### src/hw/rtl/cse3_pkg.sv
package cse3_pkg;

    localparam int unsigned CoefW = 32;
    localparam int unsigned AccW  = 48;
    localparam int unsigned YW    = 33;

    typedef enum logic [1:0] {
        REG_DEGREE = 2'd0,
        REG_MID    = 2'd1,
        REG_INVHW  = 2'd2
    } t_reg_idx;

    typedef enum logic {
        ACT_LOAD = 1'b0,
        ACT_EVAL = 1'b1
    } t_action;

    typedef struct packed {
        logic              action;
        logic [3:0]        coef_index;
        logic signed [31:0] coef_longitude;
        logic signed [31:0] coef_latitude;
        logic signed [31:0] coef_distance;
        logic signed [31:0] sample_time;
    } t_in_item;

    typedef struct packed {
        logic signed [31:0] longitude;
        logic signed [31:0] latitude;
        logic signed [31:0] distance;
        logic               out_of_interval;
    } t_out_item;

    // Control handed from the sequencer to each channel cell.
    typedef struct packed {
        logic start;
        logic mlo;
        logic step;
        logic fin;
    } t_cell_ctl;

endpackage

### src/hw/rtl/cse3_cell.sv
module cse3_cell (
    input  logic                               i_clk,
    input  cse3_pkg::t_cell_ctl                i_ctl,
    input  logic signed [cse3_pkg::YW-1:0]     i_y,
    input  logic signed [31:0]                 i_coef,
    output logic signed [31:0]                 o_result
);
    localparam int unsigned AW = cse3_pkg::AccW;
    localparam int unsigned YW = cse3_pkg::YW;
    localparam int unsigned HW = AW / 2;
    localparam int unsigned PW = HW + YW;

    logic signed [AW-1:0] r_u, r_v, n_u;
    logic signed [31:0]   r_res;
    logic [AW-1:0]        w_am;
    logic [YW-1:0]        w_ym;
    logic [PW-1:0]        r_pl, w_ph;
    logic [AW+YW-1:0]     w_pfull;
    logic [AW+1:0]        w_pmag;
    logic signed [AW+1:0] w_p;
    logic signed [AW+3:0] w_sum, w_fin, w_half;

    // round(u*y/2^30), half away from zero; |u|*|y| is built from two halves,
    // the low half registered in the cycle before the high half is formed
    assign w_am    = r_u[AW-1] ? AW'(-r_u) : AW'(r_u);
    assign w_ym    = i_y[YW-1] ? YW'(-i_y) : YW'(i_y);
    assign w_ph    = PW'(w_am[AW-1:HW]) * PW'(w_ym);
    assign w_pfull = ((AW+YW)'(w_ph) << HW) + (AW+YW)'(r_pl) + (AW+YW)'(64'd1 << 29);
    assign w_pmag  = w_pfull[AW+31:30];
    assign w_p     = (r_u[AW-1] ^ i_y[YW-1]) ? -$signed(w_pmag) : $signed(w_pmag);

    assign w_sum = (AW+4)'(w_p) - (AW+4)'(r_v) + (AW+4)'(i_coef);
    assign w_fin = (AW+4)'(w_p) - ((AW+4)'(r_v) <<< 1) + (AW+4)'(i_coef) + (AW+4)'(1);
    assign w_half = w_fin >>> 1;

    always_comb begin
        if (w_sum > (AW+4)'((64'sd1 <<< (AW-1)) - 1)) begin
            n_u = {1'b0, {(AW-1){1'b1}}};
        end else if (w_sum < -(AW+4)'(64'sd1 <<< (AW-1))) begin
            n_u = {1'b1, {(AW-1){1'b0}}};
        end else begin
            n_u = AW'(w_sum);
        end
    end

    always_ff @(posedge i_clk) begin
        if (i_ctl.mlo) begin
            r_pl <= PW'(w_am[HW-1:0]) * PW'(w_ym);
        end
        if (i_ctl.start) begin
            r_u <= '0;
            r_v <= '0;
        end else if (i_ctl.step) begin
            r_u <= n_u;
            r_v <= r_u;
        end
        if (i_ctl.fin) begin
            if (w_half > (AW+4)'(32'sh7fffffff)) begin
                r_res <= 32'sh7fffffff;
            end else if (w_half < -(AW+4)'(33'sh080000000)) begin
                r_res <= 32'sh80000000;
            end else begin
                r_res <= 32'(w_half);
            end
        end
    end

    assign o_result = r_res;
endmodule

### config.mk
export PLATFORM = sky130hd
export DESIGN_NAME = cse3_cell
export DESIGN_NICKNAME = d
export VERILOG_FILES = /design/src/hw/rtl/cse3_pkg.sv /design/src/hw/rtl/cse3_cell.sv
export SDC_FILE = /design/constraint.sdc
export NUM_CORES = 2
export LEC_CHECK = 0
export BUFFER_PORTS_ARGS = -buffer_cell sky130_fd_sc_hd__clkbuf_2
export CORE_ASPECT_RATIO = 1.1
export CORE_UTILIZATION = 57
export CTS_BUF_LIST = sky130_fd_sc_hd__clkbuf_8
export CTS_CLUSTER_DIAMETER = 30
export DETAILED_ROUTE_END_ITERATION = 16
export PLACE_DENSITY = 0.71
export SYNTH_ARGS = -nofsm -noshare
export SYNTH_HDL_FRONTEND = slang
export SYNTH_SLANG_ARGS = --single-unit
export TNS_END_PERCENT = 20
### constraint.sdc
create_clock -name i_clk -period 49.5 [get_ports i_clk]
set_clock_uncertainty 0.2 [all_clocks]
set_input_delay 0 -clock i_clk [delete_from_list [all_inputs] [get_ports i_clk]]
set_output_delay 0 -clock i_clk [all_outputs]
set_load 0.05 [all_outputs]
After elaboration in Yosys (flattened, before gate mapping)

Cells that the tools add are included.
Widths: inputs -> output; s select.

Flip-flop bits (word level): 185
Input bits: 70
Output and inout port bits: 32
Logic and storage cells: 27

$add $sub $neg: 10
$mul: 2
$lt $le $gt $ge: 4
Multiplexer cells: 6
Bitwise gates (word level): 1

Operators with widths:

| cell                   | count |
|---|---|
| $mux 48                | 3 |
| $add 51x32->52         | 2 |
| $add 80x30->80 const B | 1 |
| $add 80x57->80         | 1 |
| $mul 24x33->57         | 1 |
| $mul 24x33->56         | 1 |
| $add 52x2->52 const B  | 1 |
| $gt 52x48->1 const B   | 1 |
| $lt 52x48->1 const B   | 1 |
| $gt 51x32->1 const B   | 1 |
| $lt 51x32->1 const B   | 1 |
| $sub 50x48->51         | 1 |
| $sub 50x49->51         | 1 |
| $mux 50                | 1 |
| $neg 50->50            | 1 |
| $neg 48->48            | 1 |
| $mux 33                | 1 |
| $neg 33->33            | 1 |
| $mux 32                | 1 |
| $xor 1x1->1            | 1 |

Logic depth before layout (Yosys ltp)

Depth in word-level cells: 12
Depth in mapped cells: 71

Worst setup path after synthesis

OpenSTA, ideal clock, no wires.

Kind: register -> register
Start point: register r_u[2]
End point: register r_res[10] (netlist: o_result[10]) (data pin)
Setup time: 0.270 ns
Arrival: 19.196 ns
Data required time: 49.030 ns
Slack: 29.835 ns
Stages on the path, launching flop included: 69
Path buffers: 5
Period minus slack after synthesis: 19.665 ns
Cells stage by stage: dfxtp_1 or4_4 or4_1 or3_4 or4_4 or2_4 or3_4 or4_4 or4_4 or3_1 buf_2 o31ai_1 xnor2_1 clkbuf_1 nand2_1 fa_1 inv_1 fa_1 [33 not listed] fa_1 inv_1 ha_1 and3_1 and3_1 and3_1 nand3_1 nor2_1 a32o_1 nor4_1 nor4_1 nor3_1 or4b_2 nor4_1 nand4b_1 o31ai_1 clkbuf_1 o21ai_0

Word-level cells in the longest chain between the ends: 12

Ends and longest elaborated chain:

| what                   | RTL line        | source |
|---|---|---|
| start, declared        | cse3_cell.sv:13 | `logic signed [AW-1:0] r_u, r_v, n_u;` |
| start signal, assigned | cse3_cell.sv:54 | `r_u <= n_u;` |
| $neg 48->48 (*)        | cse3_cell.sv:25 | `assign w_am = r_u[AW-1] ? AW'(-r_u) : AW'(r_u);` |
| $mux 48 (*)            | cse3_cell.sv:25 |  |
| $mul 24x33->56 (*)     | cse3_cell.sv:27 | `assign w_ph = PW'(w_am[AW-1:HW]) * PW'(w_ym);` |
| $add 80x57->80 (*)     | cse3_cell.sv:28 | `assign w_pfull = ((AW+YW)'(w_ph) << HW) + (AW+YW)'(r_pl) + (AW+YW)'(64'd1 << 29);` |
| $add 80x30->80 (*)     | cse3_cell.sv:28 |  |
| $neg 50->50            | cse3_cell.sv:30 | `assign w_p = (r_u[AW-1] ^ i_y[YW-1]) ? -$signed(w_pmag) : $signed(w_pmag);` |
| $mux 50 (*)            | cse3_cell.sv:30 |  |
| $sub 50x49->51 (*)     | cse3_cell.sv:33 | `assign w_fin = (AW+4)'(w_p) - ((AW+4)'(r_v) <<< 1) + (AW+4)'(i_coef) + (AW+4)'(1);` |
| $add 51x32->52 (*)     | cse3_cell.sv:33 |  |
| $add 52x2->52 (*)      | cse3_cell.sv:33 |  |
| $lt 51x32->1           | cse3_cell.sv:60 | `end else if (w_half < -(AW+4)'(33'sh080000000)) begin` |
| $mux 32                | cse3_cell.sv:60 |  |
| end signal, assigned   | cse3_cell.sv:63 | `r_res <= 32'(w_half);` |
| end, declared          | cse3_cell.sv:14 | `logic signed [31:0] r_res;` |

Every way passes the cells marked *; elsewhere a longest branch is shown, timed or not.
A chain may end at the register's enable or synchronous reset.

Final worst setup path

Start point: register r_u[2]
End point: register r_res[5] (netlist: o_result[5]) (data pin)

The elaborated chain is that of the path after synthesis.

==> results.ini <==
[layout]
finish.utilization = 0.610
nets = 9896
final_area_sq_mm = 0.0711
n_fill_cell = 10300
fin_cells = 9391
mostFrequentLayoutCell = inv_1
area_growth_pct = 5.52
mostFrequentLayoutCells = inv_1 (1605), fa_1 (1455), nand2_1 (1192)
layout-drive-gt1-share = 0.0537

[drt]
drtIter0Drc = 4277
drt-vias-per-instance = 5.88
drc_errors = 0
ant_nets = 0
post_drt_wl_per_cell_um = 22.8
postRouteWirelength_mm = 214
route.vias.total = 55200
firstDrtPassIters = 7

[placement]
portBuffers = 101
dp_hpwl_mm = 172
dp.cells = 9329
place.gp.congestion = 1.03
postPlaceCellArea_sq_mm = 0.0704

[timing]
fmax_mhz = 45.1
rsz0062_at_grt = no
setup_violations = 0
slew_violations = 0
hold_viol_final = 0
setup_tns_ps = 0
layout_min_cycle_time_ps = 22190
finalCritPeriodShare = 0.448
maxSlewHeadroom = 0.0185
worstMarginPinSlew_ps = 1460

[clock_network]
numCtsBuffers = 17
cts-root-buf = clkbuf_8
cts_resized = 0
cts_setup_buffers = 0
clk_latency_ps = 590
cts_tree = built
cts.reportedPaths.clkPinSlew_ps = 120
cts_buffer_depth = 2
clock_sinks = 161
htree_levels = 4

[die]
die_area_sq_mm = 0.120
core.rowCount = 131
io_pins = 102
coreArea_sq_mm = 0.117
dieWidth_um = 330
initial_core_util = 0.578
die_h_um = 363

[synth]
seq_area_frac_synth = 0.0575
syn_inst = 7929
synth_seq_cells = 161
synth_async_sr_flop_share = 0
synthFlopType = dfxtp_1
synth_nets = 9980
synthDistinctLibCells = 84
syn-cell-area_sq_mm = 0.0674
synth_edf_count = 65
yosys_warnings = 0
postSynthAreaPerCell_sq_um = 8.50

[critical_path]
crit_family = simple AND/OR/NAND/NOR gates
critPathKind = reg2reg
cp-end-kind = register
arrival_ps = 22280
cp_num_buf_inv = 8
slowest_delay_ps = 820
crit_top_cell = fa_1
critPathLaunchType = register
crit_required_ps = 49590
cpMaxStageDelayCell = a2111oi_1
crit_fanout = 31

[run_status]
violations = max-capacitance violations
status = complete, but fails checks

[global_route]
grt_pass1_wl_mm = 336
grt_remaining_overflow = 0
antenna_found_initial = 14
grt_usage = 0.373
grt_pass1_vias = 57900
grt_max_degree = 50

[flow_run]
maxCapViolations = 1

[min_path]
hold_class = in2reg

[logic make-up after synthesis]
family          Yosys count  synth area share
flops                   161            0.0575
simple gates           2457             0.155
xor+xnor                378            0.0492
buf+inv                1984             0.111
mux                      61           0.00908
compound gates          907            0.0885
fa+ha+maj              1981             0.530
[metal layers]
layer | track usage | vias up | share of wire
li1 | - | 24200 | -
met1 | 0.475 | 27900 | 0.38
met2 | 0.582 | 2544 | 0.45
met3 | 0.0825 | 621 | 0.097
met4 | 0.226 | 18 | 0.077
met5 | 0 | - | 0.00069
[worst min-delay path: cells and delay by family]
family                     cells  cell delay, ps
xor gates and xnor gates       1             110
and+or+nand+nor                1              80
buffers and inverters          1             140
adders and majority gates      2             400
AOI/OAI and AO/OA              1              60
[registers in the layout, indices dropped and copies added, names as in the netlist]
name / cells
r_v: 48
r_pl: 33
o_result: 32
r_u: 48
[stage by stage]
stage / setup slack, ps / hold WS (ps)
2_1_floorplan: 29830 / -87.5
3_3_place_gp: 27750 / 275
3_5_place_dp: 27460 / 287
4_1_cts: 27390 / 0.960
5_1_grt: 26370 / 104
6_report: 27310 / 51.6
[worst paths after layout]
check                           slack [ps]           to  cells past startpoint        from
worst min-delay path                    50      r_u[15]                      6  i_coef[14]
worst min register to register         310      r_v[46]                      2     r_v[46]
worst max register to register       27310  o_result[5]                     65      r_u[2]
worst max-delay path                 27310  o_result[5]                     65      r_u[2]
[cell usage after synthesis (27+ instances only)]
master    count  share of area
inv_1      1605          0.089
o21ai_0     180          0.013
a211oi_1     68         0.0076
clkbuf_1    364          0.020
nand3_1      60         0.0045
or3_1        27         0.0025
o21bai_1     37         0.0041
nand2_1    1192          0.066
o211ai_1     30         0.0033
nor2_1      798          0.044
a21oi_1     238          0.018
mux2i_1      60         0.0089
o31ai_1      41         0.0046
ha_1        526          0.098
dfxtp_1      96          0.029
fa_1       1455           0.43
xor2_1      142          0.018
nor3_1       48         0.0036
and2_1       75         0.0070
edfxtp_1     65          0.029
nand2b_1     45         0.0042
xnor2_1     235          0.031
a21o_1      111          0.012
nand4_1      47         0.0044
and3_1       27         0.0025
[timing repair]
action / CTS / global route
setup endpoints to repair: 0 / 0
hold buffers: 26 / 0
hold endpoints to repair: 85 / 0
[final cells by class]
cell class                 count  area [sq um]  share of cell area
clock buffer                  17           234             0.00329
inverter                    1606          6030              0.0848
sequential                   161          3870              0.0545
timing repair buffer         275          1880              0.0264
antenna                        4          10.0            0.000141
clock inverter                15           181             0.00255
multi-input combinational   5784         57000               0.801
tap                         1529          1910              0.0269
Power is left out: the tool's default activity adds up to more than one toggle a clock period on the data nets, which glitch-free logic cannot reach.
